--- config.mk ---
export PLATFORM = sky130hd
export DESIGN_NAME = char_lcd_nibble_writer
export DESIGN_NICKNAME = d
export VERILOG_FILES = /design/src/design/cln_pkg.sv /design/src/design/cln_front.sv /design/src/design/cln_queue.sv /design/src/design/cln_back.sv /design/src/design/char_lcd_nibble_writer.sv
export SDC_FILE = /design/constraint.sdc
export NUM_CORES = 1
export LEC_CHECK = 0
export BUFFER_PORTS_ARGS = -buffer_cell sky130_fd_sc_hd__clkbuf_2
export CAP_MARGIN = 25
export CORE_MARGIN = 2
export CORE_UTILIZATION = 55
export CTS_CLUSTER_DIAMETER = 30
export DETAILED_ROUTE_END_ITERATION = 10
export PLACE_DENSITY = 0.83
export SLEW_MARGIN = 20
export SYNTH_ARGS = -nofsm -noshare
export SYNTH_HDL_FRONTEND = slang
export SYNTH_SLANG_ARGS = --single-unit
export TNS_END_PERCENT = 5
--- constraint.sdc ---
create_clock -name clk_i -period 4.93 [get_ports clk_i]
set_clock_uncertainty 0.05 [all_clocks]
set_input_delay 0 -clock clk_i [delete_from_list [all_inputs] [get_ports clk_i]]
set_output_delay 0 -clock clk_i [all_outputs]
set_load 0.01 [all_outputs]
--- src/design/cln_pkg.sv ---
`default_nettype none
// ----------------------------------------------------------------------------
// cln_pkg: shared types and constants for the character LCD nibble writer
// Holds the operation codes, the byte entry that goes from front to back,
// the DDRAM row offsets and the set-address helper.
// ----------------------------------------------------------------------------
package cln_pkg;

  localparam int unsigned DefColumns = 16;
  localparam int unsigned DefRows    = 2;

  // Depth of the byte queue between the front and the back.
  localparam int unsigned QDepth = 4;
  localparam int unsigned QPtrW  = $clog2(QDepth);

  typedef enum logic [1:0] {
    OP_TEXT    = 2'd0,
    OP_SET_CUR = 2'd1,
    OP_RAW_CMD = 2'd2,
    OP_RAW_DAT = 2'd3
  } op_e;

  localparam logic [7:0] CharLf = 8'h0A;
  localparam logic [7:0] CharCr = 8'h0D;

  localparam logic RsInstr = 1'b0;
  localparam logic RsData  = 1'b1;

  localparam logic [7:0] SetAddrCmd = 8'h80;

  localparam logic [6:0] RowBase [4] = '{7'h00, 7'h40, 7'h14, 7'h54};

  // One byte for the bus, with its register select and end-of-item mark.
  typedef struct packed {
    logic       rs;
    logic [7:0] value;
    logic       last;
  } byte_entry_t;

  // Set-address instruction byte: address is taken modulo 128.
  function automatic logic [7:0] set_addr(logic [5:0] col, logic [1:0] row);
    logic [6:0] sum;
    sum = {1'b0, col} + RowBase[row];
    return SetAddrCmd | {1'b0, sum};
  endfunction

endpackage : cln_pkg
`default_nettype wire

--- src/design/cln_front.sv ---
`default_nettype none
// ----------------------------------------------------------------------------
// cln_front: item intake and cursor tracking
// Accepts items, updates the cursor and turns each item into one or two
// bytes for the byte queue. A second byte waits in a holding register.
// ----------------------------------------------------------------------------
module cln_front import cln_pkg::*; #(
  parameter int unsigned COLUMNS = DefColumns,
  parameter int unsigned ROWS    = DefRows
) (
  input  wire logic        clk_i,
  input  wire logic        rst_ni,
  input  wire logic        push,
  output logic             full,
  input  wire logic [1:0]  operation_i,
  input  wire logic [7:0]  byte_value_i,
  input  wire logic [5:0]  target_column_i,
  input  wire logic [2:0]  target_row_i,
  output logic             q_push_o,
  output byte_entry_t      q_entry_o,
  input  wire logic        q_full_i
);

  localparam logic [5:0] ColLimit = 6'(COLUMNS);
  localparam logic [2:0] RowLimit = 3'(ROWS);

  logic [5:0]  col_q, col_d;
  logic [1:0]  row_q, row_d;
  logic        pend_valid_q, pend_valid_d;
  byte_entry_t pend_q;

  logic        accept;
  logic        two;
  byte_entry_t first_e, second_e;
  logic        wrap;
  logic [5:0]  col_w;
  logic [1:0]  row_w, row_nl, row_set;
  op_e         op;

  function automatic logic [1:0] next_row(logic [1:0] row);
    logic [2:0] inc;
    inc = {1'b0, row} + 3'd1;
    return (inc >= RowLimit) ? 2'd0 : inc[1:0];
  endfunction

  assign op     = op_e'(operation_i);
  assign full   = pend_valid_q || q_full_i;
  assign accept = push && !full;

  always_comb begin
    wrap    = (op == OP_TEXT) && (col_q >= ColLimit);
    col_w   = wrap ? 6'd0 : col_q;
    row_w   = wrap ? next_row(row_q) : row_q;
    row_nl  = next_row(row_w);
    row_set = (target_row_i >= RowLimit) ? 2'd0 : target_row_i[1:0];

    col_d    = col_q;
    row_d    = row_q;
    two      = 1'b0;
    first_e  = '{rs: RsInstr, value: set_addr(6'd0, row_w), last: 1'b0};
    second_e = '{rs: RsData, value: byte_value_i, last: 1'b1};

    unique case (op)
      OP_TEXT: begin
        if (byte_value_i == CharLf) begin
          second_e = '{rs: RsInstr, value: set_addr(col_w, row_nl), last: 1'b1};
          col_d    = col_w;
          row_d    = row_nl;
        end else if (byte_value_i == CharCr) begin
          second_e = '{rs: RsInstr, value: set_addr(6'd0, row_w), last: 1'b1};
          col_d    = 6'd0;
          row_d    = row_w;
        end else begin
          second_e = '{rs: RsData, value: byte_value_i, last: 1'b1};
          col_d    = col_w + 6'd1;
          row_d    = row_w;
        end
        // Without a wrap the single byte is the one built above.
        if (wrap) begin
          two = 1'b1;
        end else begin
          first_e = second_e;
        end
      end
      OP_SET_CUR: begin
        first_e = '{rs: RsInstr, value: set_addr(target_column_i, row_set), last: 1'b1};
        col_d   = target_column_i;
        row_d   = row_set;
      end
      OP_RAW_CMD: begin
        first_e = '{rs: RsInstr, value: byte_value_i, last: 1'b1};
      end
      OP_RAW_DAT: begin
        first_e = '{rs: RsData, value: byte_value_i, last: 1'b1};
      end
      default: begin
        first_e = '{rs: RsData, value: byte_value_i, last: 1'b1};
      end
    endcase
  end

  assign q_push_o  = pend_valid_q ? !q_full_i : accept;
  assign q_entry_o = pend_valid_q ? pend_q : first_e;

  always_comb begin
    if (pend_valid_q) begin
      pend_valid_d = q_full_i;
    end else begin
      pend_valid_d = accept && two;
    end
  end

  always_ff @(posedge clk_i or negedge rst_ni) begin
    if (!rst_ni) begin
      col_q        <= '0;
      row_q        <= '0;
      pend_valid_q <= 1'b0;
    end else begin
      pend_valid_q <= pend_valid_d;
      if (accept) begin
        col_q <= col_d;
        row_q <= row_d;
      end
    end
  end

  always_ff @(posedge clk_i) begin
    if (accept && two) begin
      pend_q <= second_e;
    end
  end

endmodule : cln_front
`default_nettype wire

--- src/design/cln_queue.sv ---
`default_nettype none
// ----------------------------------------------------------------------------
// cln_queue: byte queue between front and back
// A small circular buffer of byte entries with an occupancy count.
// ----------------------------------------------------------------------------
module cln_queue import cln_pkg::*; (
  input  wire logic        clk_i,
  input  wire logic        rst_ni,
  input  wire logic        push_i,
  input  wire byte_entry_t entry_i,
  output logic             full_o,
  input  wire logic        pop_i,
  output byte_entry_t      entry_o,
  output logic             empty_o
);

  localparam logic [QPtrW:0] CountMax = (QPtrW + 1)'(QDepth);
  localparam logic [QPtrW-1:0] PtrLast = QPtrW'(QDepth - 1);

  byte_entry_t       mem_q [QDepth];
  logic [QPtrW-1:0]  wr_q, rd_q;
  logic [QPtrW:0]    count_q;

  assign full_o  = (count_q == CountMax);
  assign empty_o = (count_q == '0);
  assign entry_o = mem_q[rd_q];

  always_ff @(posedge clk_i or negedge rst_ni) begin
    if (!rst_ni) begin
      wr_q    <= '0;
      rd_q    <= '0;
      count_q <= '0;
    end else begin
      if (push_i) begin
        wr_q <= (wr_q == PtrLast) ? '0 : wr_q + 1'b1;
      end
      if (pop_i) begin
        rd_q <= (rd_q == PtrLast) ? '0 : rd_q + 1'b1;
      end
      if (push_i && !pop_i) begin
        count_q <= count_q + 1'b1;
      end else if (pop_i && !push_i) begin
        count_q <= count_q - 1'b1;
      end
    end
  end

  always_ff @(posedge clk_i) begin
    if (push_i) begin
      mem_q[wr_q] <= entry_i;
    end
  end

endmodule : cln_queue
`default_nettype wire

--- src/design/cln_back.sv ---
`default_nettype none
// ----------------------------------------------------------------------------
// cln_back: nibble serializer
// Takes byte entries from the queue and sends each one as two nibble
// transfers, high nibble first, through an output register.
// ----------------------------------------------------------------------------
module cln_back import cln_pkg::*; (
  input  wire logic        clk_i,
  input  wire logic        rst_ni,
  input  wire byte_entry_t q_entry_i,
  input  wire logic        q_empty_i,
  output logic             q_pop_o,
  output logic             empty,
  input  wire logic        pop,
  output logic             register_select_o,
  output logic [3:0]       nibble_o,
  output logic             last_o
);

  byte_entry_t cur_q;
  logic        cur_valid_q, cur_valid_d;
  logic        phase_q, phase_d;
  logic        out_valid_q, out_valid_d;
  logic        out_rs_q, out_last_q;
  logic [3:0]  out_nib_q;

  logic out_ready, emit, cur_free;

  assign out_ready = !out_valid_q || pop;
  assign emit      = cur_valid_q && out_ready;
  // The current entry is free once its low nibble goes out.
  assign cur_free  = !cur_valid_q || (emit && phase_q);
  assign q_pop_o   = cur_free && !q_empty_i;

  always_comb begin
    cur_valid_d = cur_valid_q;
    phase_d     = phase_q;
    out_valid_d = out_valid_q && !pop;
    if (emit) begin
      out_valid_d = 1'b1;
      phase_d     = !phase_q;
      if (phase_q) begin
        cur_valid_d = 1'b0;
      end
    end
    if (q_pop_o) begin
      cur_valid_d = 1'b1;
      phase_d     = 1'b0;
    end
  end

  always_ff @(posedge clk_i or negedge rst_ni) begin
    if (!rst_ni) begin
      cur_valid_q <= 1'b0;
      phase_q     <= 1'b0;
      out_valid_q <= 1'b0;
    end else begin
      cur_valid_q <= cur_valid_d;
      phase_q     <= phase_d;
      out_valid_q <= out_valid_d;
    end
  end

  always_ff @(posedge clk_i) begin
    if (q_pop_o) begin
      cur_q <= q_entry_i;
    end
    if (emit) begin
      out_rs_q   <= cur_q.rs;
      out_nib_q  <= phase_q ? cur_q.value[3:0] : cur_q.value[7:4];
      out_last_q <= phase_q && cur_q.last;
    end
  end

  assign empty             = !out_valid_q;
  assign register_select_o = out_rs_q;
  assign nibble_o          = out_nib_q;
  assign last_o            = out_last_q;

endmodule : cln_back
`default_nettype wire

--- src/design/char_lcd_nibble_writer.sv ---
`default_nettype none
// ----------------------------------------------------------------------------
// char_lcd_nibble_writer: 4-bit character LCD writer
// Turns text, cursor and raw byte items into register-select and nibble
// transfers while tracking the cursor position.
// ----------------------------------------------------------------------------
// The first nibble of an item passes the byte queue, the back end's current-entry
// register and the output register before it is shown. The output register gives
// one nibble per cycle while pop is held and bytes are queued; an item is two or four nibbles.
// The front end makes one or two bytes per item; full is raised while a second byte waits.
// Reset clears the cursor to column 0, row 0 and empties all queues.
// ----------------------------------------------------------------------------
module char_lcd_nibble_writer import cln_pkg::*; #(
  parameter int unsigned COLUMNS = DefColumns,
  parameter int unsigned ROWS    = DefRows
) (
  input  wire logic        clk_i,
  input  wire logic        rst_ni,
  input  wire logic        push,
  output logic             full,
  input  wire logic [1:0]  operation_i,
  input  wire logic [7:0]  byte_value_i,
  input  wire logic [5:0]  target_column_i,
  input  wire logic [2:0]  target_row_i,
  output logic             empty,
  input  wire logic        pop,
  output logic             register_select_o,
  output logic [3:0]       nibble_o,
  output logic             last_o
);

  logic        q_push, q_full, q_pop, q_empty;
  byte_entry_t q_wr_entry, q_rd_entry;

  cln_front #(
    .COLUMNS(COLUMNS),
    .ROWS   (ROWS)
  ) u_front (
    .clk_i          (clk_i),
    .rst_ni         (rst_ni),
    .push           (push),
    .full           (full),
    .operation_i    (operation_i),
    .byte_value_i   (byte_value_i),
    .target_column_i(target_column_i),
    .target_row_i   (target_row_i),
    .q_push_o       (q_push),
    .q_entry_o      (q_wr_entry),
    .q_full_i       (q_full)
  );

  cln_queue u_queue (
    .clk_i  (clk_i),
    .rst_ni (rst_ni),
    .push_i (q_push),
    .entry_i(q_wr_entry),
    .full_o (q_full),
    .pop_i  (q_pop),
    .entry_o(q_rd_entry),
    .empty_o(q_empty)
  );

  cln_back u_back (
    .clk_i            (clk_i),
    .rst_ni           (rst_ni),
    .q_entry_i        (q_rd_entry),
    .q_empty_i        (q_empty),
    .q_pop_o          (q_pop),
    .empty            (empty),
    .pop              (pop),
    .register_select_o(register_select_o),
    .nibble_o         (nibble_o),
    .last_o           (last_o)
  );

  // The byte queue is never written while full nor read while empty.
  assert property (@(posedge clk_i) disable iff (!rst_ni) !(q_push && q_full))
    else $error("byte queue overflow");

  assert property (@(posedge clk_i) disable iff (!rst_ni) !(q_pop && q_empty))
    else $error("byte queue underflow");

  // An accepted item always finds room in the queue for its first byte.
  assert property (@(posedge clk_i) disable iff (!rst_ni) (push && !full) |-> q_push)
    else $error("accepted item not queued");

endmodule : char_lcd_nibble_writer
`default_nettype wire

Yosys cells after proc, flatten, opt, wreduce, memory -nomap -nowiden
Memories as Yosys holds them, arrays and structs flattened. A register that Yosys moved wholly into a read port is not among the register bits.
Index checks and enable logic that the tools add are counted.
- memories: 1
- register bits after elaboration: 35
- bits in writable memories: 40
- output and inout bits: 8
- multiplexer cells: 42
- add/subtract/negate cells: 9
- reduce and logical (&&, ||, !) cells: 30
- bitwise logic cells: 3
- equal/unequal tests: 8
- $lt $le $gt $ge: 7
- memory list (name ; depth ; bits a word ; rd ports ; clocked after memory_dff ; write ports ; line ; source):
    u_queue.mem_q ; 4 ; 10 ; 1 ; 1 ; 1 ; cln_queue.sv:20 ; byte_entry_t mem_q [QDepth];
- operator list (kind ; number):
    $bmux W7 S2 ; 3
    $mux W7 ; 6
    $mux W10 ; 4
    $pmux W10 S4 ; 1
    $mux W6 ; 3
    $eq A8 B4 Y1 const B ; 2
    $add A6 B7 Y7 ; 2
    $mux W2 ; 7
    $mux W1 ; 12
    $pmux W6 S2 ; 1
    $logic_and A1 B1 Y1 ; 10
    $ge A3 B2 Y1 const B ; 3
    $ge A3 B3 Y1 const B ; 3
    $logic_not A1 Y1 ; 9
    $mux W9 ; 1
    $not A2 Y3 ; 3
    $eq A2 B2 Y1 const B ; 4
    $reduce_bool A2 Y1 ; 4
    $add A2 B1 Y3 const B ; 2
    $add A6 B1 Y6 const B ; 1
    $ge A6 B5 Y1 const B ; 1
    $mux W3 ; 2
    $add A2 B1 Y2 const B ; 2
    $mux W4 ; 1
    other kinds (9) ; 12

Depth between registers and ports, before layout
- depth after elaboration: 16
- gate-level depth with buffers: 10
- gate-level depth less buffers: 10

Modules after synthesis
Synthesis repeated with hierarchy kept, for this count alone.
- cell total of the unflattened synthesis: 315
- area, all modules: 4116.4 um2
- modules (own cells, without submodules) (module ; area an instance (um2) ; cells an instance ; instances ; sequential area each (um2)):
    cln_queue ; 1860.5 ; 89 ; 1 ; 1376.3
    cln_front ; 1552.7 ; 190 ; 1 ; 495.5
    cln_back ; 703.2 ; 36 ; 1 ; 555.5

Worst setup path after synthesis
Ideal clock, no wire load.
- path kind: flip-flop to flip-flop
- from: register u_back.phase_q
- to: register u_queue.count_q[1]
- library setup time: 125 ps
- arrival: 2414 ps
- slack: 2342 ps
- stages on the path, launching flop included: 9
- period minus slack after synthesis: 2588 ps
- required time: 4755 ps
- buffers on the path: 1
- cell sequence: dfrtp_1 clkbuf_1 nand2_1 a21oi_1 inv_1 ha_1 inv_1 fa_1 mux2_2
- longest elaborated chain between the ends: 6
- elaborated cells between the ends (all ways): 8
- RTL lines (what ; line ; source):
    start, declared ; cln_back.sv:22 ; logic phase_q, phase_d;
    start signal, assigned ; cln_back.sv:59 ; phase_q <= phase_d;
    $logic_and A1 B1 Y1 (*) ; cln_back.sv:32 ; assign cur_free = !cur_valid_q || (emit && phase_q);
    $logic_or A1 B1 Y1 (*) ; cln_back.sv:32 ;
    $logic_and A1 B1 Y1 (*) ; cln_back.sv:33 ; assign q_pop_o = cur_free && !q_empty_i;
    named net q_pop ; char_lcd_nibble_writer.sv:32 ; logic q_push, q_full, q_pop, q_empty;
    $logic_not A1 Y1 ; cln_queue.sv:40 ; if (push_i && !pop_i) begin
    $logic_and A1 B1 Y1 ; cln_queue.sv:40 ;
    $mux W3 or $reduce_bool A2 Y1 (tied branches) ; -- ;
    end signal, assigned ; cln_queue.sv:41 ; count_q <= count_q + 1'b1;
    end signal, assigned ; cln_queue.sv:43 ; count_q <= count_q - 1'b1;
    end, declared ; cln_queue.sv:22 ; logic [QPtrW:0] count_q;
Mark *: on every way through the listed nets, which the timed path passes. The rest lies on a longest branch.
A chain may end at the register's enable or synchronous reset.

==> impl_metrics.toml <==
[setup_path]
cp_common_cell = "a21oi_1"
start_kind = "input pin"
r2r-end = "u_queue.mem_q[3][5]"
r2r_cells = 7
cp-end-kind = "flip-flop"
reg2reg_from = "u_front.col_q[4]"
cp_cell_sequence = "dlygate4sd3_1 -> clkbuf_2 -> or2_2 -> nor4_1 -> a21oi_1 -> ha_1 -> o2111a_1 -> mux2i_1 -> a21oi_1 -> o22a_1"
required_ns = 4.97
critPathMaxStageDelay_ns = 0.54
cp_max_fo = 11
ff2ff_setup_slack_ns = 2.25
critical_path_class = "in -> reg"
cp_slowest_cell = "dlygate4sd3_1"
arrival_ns = 2.83

[drt]
dr_total_vias = 2686
via_per_inst = 5.839
wl_mm = 7.795
routedWlPerCell_microns = 16.95
drt_iter0_drc = 162
firstDrtPassIters = 4
drtAntennaViolNets = 0
drcViolationCount = 0

[sta]
fin_crit_ns = 2.791
period_share_pct = 56.61
hold_viol = 0
worst_slew_pin_slew_ns = 0.7547
tns_ns = 0
finalSetupViolCount = 0
slew_headroom_pct = 49.50
max_freq_mhz = 358.3
slew_violations = 0
rsz0062_at_grt = "no"
timing.hold.ws_ns = 0.02798

[die]
die-area_sq_mm = 0.008157
die_w_microns = 90.32
rows = 31
num_io_pins = 31
core_sq_mm = 0.007214
die_h_microns = 90.32
initial_core_util_pct = 56.80

[yosys]
synth.distinct_cells = 62
ys_seq_area_share_pct = 59.24
async_reset_ff_share_pct = 22.62
yosysTopAreaCellShare_pct = 47.63
synth_ff_type = "edfxtp_1"
synth_edf_count = 65
yosysWarnings = 0
synth_top_area_cell = "edfxtp_1"
syn-instance-count = 309
synth_area_leaders = "edfxtp_1, dfrtp_1, mux4_2, ha_1, nand2_1"
ys_ff_latch = 84
avgSynthCellArea_sq_um = 13.26
netlist_area_sq_mm = 0.004098

[global_routing]
grtUsageTotal_pct = 20.64
first_global_vias = 2714
antenna_found_initial = 0
grt-ovfl-total = 0
grt_pass1_wl_mm = 13.23
grt_max_degree = 20

[min_path]
hp-class = "in -> reg"
worstHoldStart = "byte_value_i[1]"
min_to = "u_front.pend_q[2]"
min_path_cells = 2

[final_layout]
drive_gt1_share_pct = 20.50
final_cell_mix = "edfxtp_1, nand2_1, clkbuf_2"
final_common_cell = "edfxtp_1"
area_growth_pct = 13.59
antenna_cells = 0
stdcell_count = 460
fin_nets = 391

[clock_network]
ctsHtreeMaxLevel = 3
cts_setup_buffers = 0
clkTransAtPathRegs_ns = 0.09
clock_sinks = 84
clock_path_buffers = 2
root_buffer = "clkbuf_8"
cts_buffers = 9
cts_tree = "yes"
clk_latency_ns = 0.34

[pwr]
ir_worst_vdd_mv = 0.2130
p_total_mw = 2.359
powerDensity_mw_per_mm2 = 506.9
p_leak_nw = 1.725

[outcome]
status = "complete, no violations"

[placement]
hpwl_mm = 5.554
placedCellCount = 427
io_buffers = 30
globalplace.congestion = 0.9720

[run]
max_cap_viol_count = 0
==> what timing repair did <==
item / 4_1_cts / 5_1_grt
gates resized for setup: 0 / 0
hold buffers: 17 / 0
endpoints found under the hold margin: 33 / 0
==> cells in the mapped netlist, drive strengths merged, types with 8 or more instances <==
master  instances
edfxtp         65
nand2          30
dfrtp          19
o21ai          18
nor2           17
a21oi          15
ha             11
inv            11
mux2           10
mux4           10
nand3          10
and2            8
==> metrics by stage <==
stage	util, %	area, sq um	setup slack [ns]
global placement	59.30	4278	2.215
detailed placement	59.40	4285	2.279
CTS	64.52	4654	2.211
global route	64.52	4654	1.978
floorplan	-	4101	2.342
finish	64.52	4654	2.139
==> state kept, by name, indices dropped and copies added (netlist names) <==
| name | count |
|---|---|
| u_queue.mem_q | 40 |
| u_back.cur_q | 10 |
| u_front.pend_q | 9 |
| u_front.col_q | 6 |
| u_back.nibble_o | 4 |
| u_queue.count_q | 3 |
| u_front.row_q | 2 |
| u_queue.rd_q | 2 |
| u_queue.wr_q | 2 |
| u_back.cur_valid_q | 1 |
| u_back.last_o | 1 |
| u_back.out_valid_q | 1 |
| u_back.phase_q | 1 |
| u_back.register_select_o | 1 |
| u_front.pend_valid_q | 1 |
==> how the worst max path moves through the flow <==
stage	cells past startpoint	start	end	slack [ns]
floorplan	8	u_back.phase_q	u_queue.count_q[1]	2.34
global placement	7	u_back.phase_q	u_queue.count_q[1]	2.22
detailed placement	7	u_front.col_q[4]	u_queue.mem_q[2][5]	2.28
CTS	10	operation_i[0]	u_queue.mem_q[0][5]	2.21
global route	10	operation_i[0]	u_queue.mem_q[0][5]	1.98
finish	10	operation_i[0]	u_queue.mem_q[3][5]	2.14
==> power by group <==
part	internal, mW	total (mW)	leakage [nW]	switching [mW]
clock	0.237	0.488	0.0939	0.252
combinational	0.335	0.696	0.807	0.362
sequential	1.02	1.17	0.824	0.150
total	1.60	2.36	1.72	0.763
==> worst max-delay path, delay by kind of cell <==
family | cells | cell delay (ns)
AND/OR/NAND/NOR | 2 | 0.81
buffers and inverters | 2 | 0.74
AO/OA/AOI/OAI | 4 | 0.66
adder cells (fa/ha/maj) | 1 | 0.37
multiplexers | 1 | 0.26
==> layer usage <==
layer	GRT usage, %	vias to the layer above	routed length, microns
li1	-	1266	-
met1	26.86	1282	3256
met2	34.59	116	3903
met3	3.088	22	448
met4	9.359	0	187
met5	0	-	0
==> final cells by class <==
class                           instances  area (sq um)
Fill cell                             543          2560
Multi-Input combinational cell        202          1535
Inverter                               11         41.29
Clock buffer                            9         123.9
Tap cell                               99         123.9
Clock inverter                          7         75.07
Sequential cell                        84          2427
Timing Repair Buffer                   48         327.8
==> kinds of logic after synthesis <==
logic type	share of synthesized area, %
flops	59.24
xor+xnor	1.924
simple gates	11.27
fa+ha+maj	3.847
compound gates	11.18
mux	9.069
buf+inv	3.389
other cells	0.09152
No activity file was read; power rests on OpenSTA's default activity.
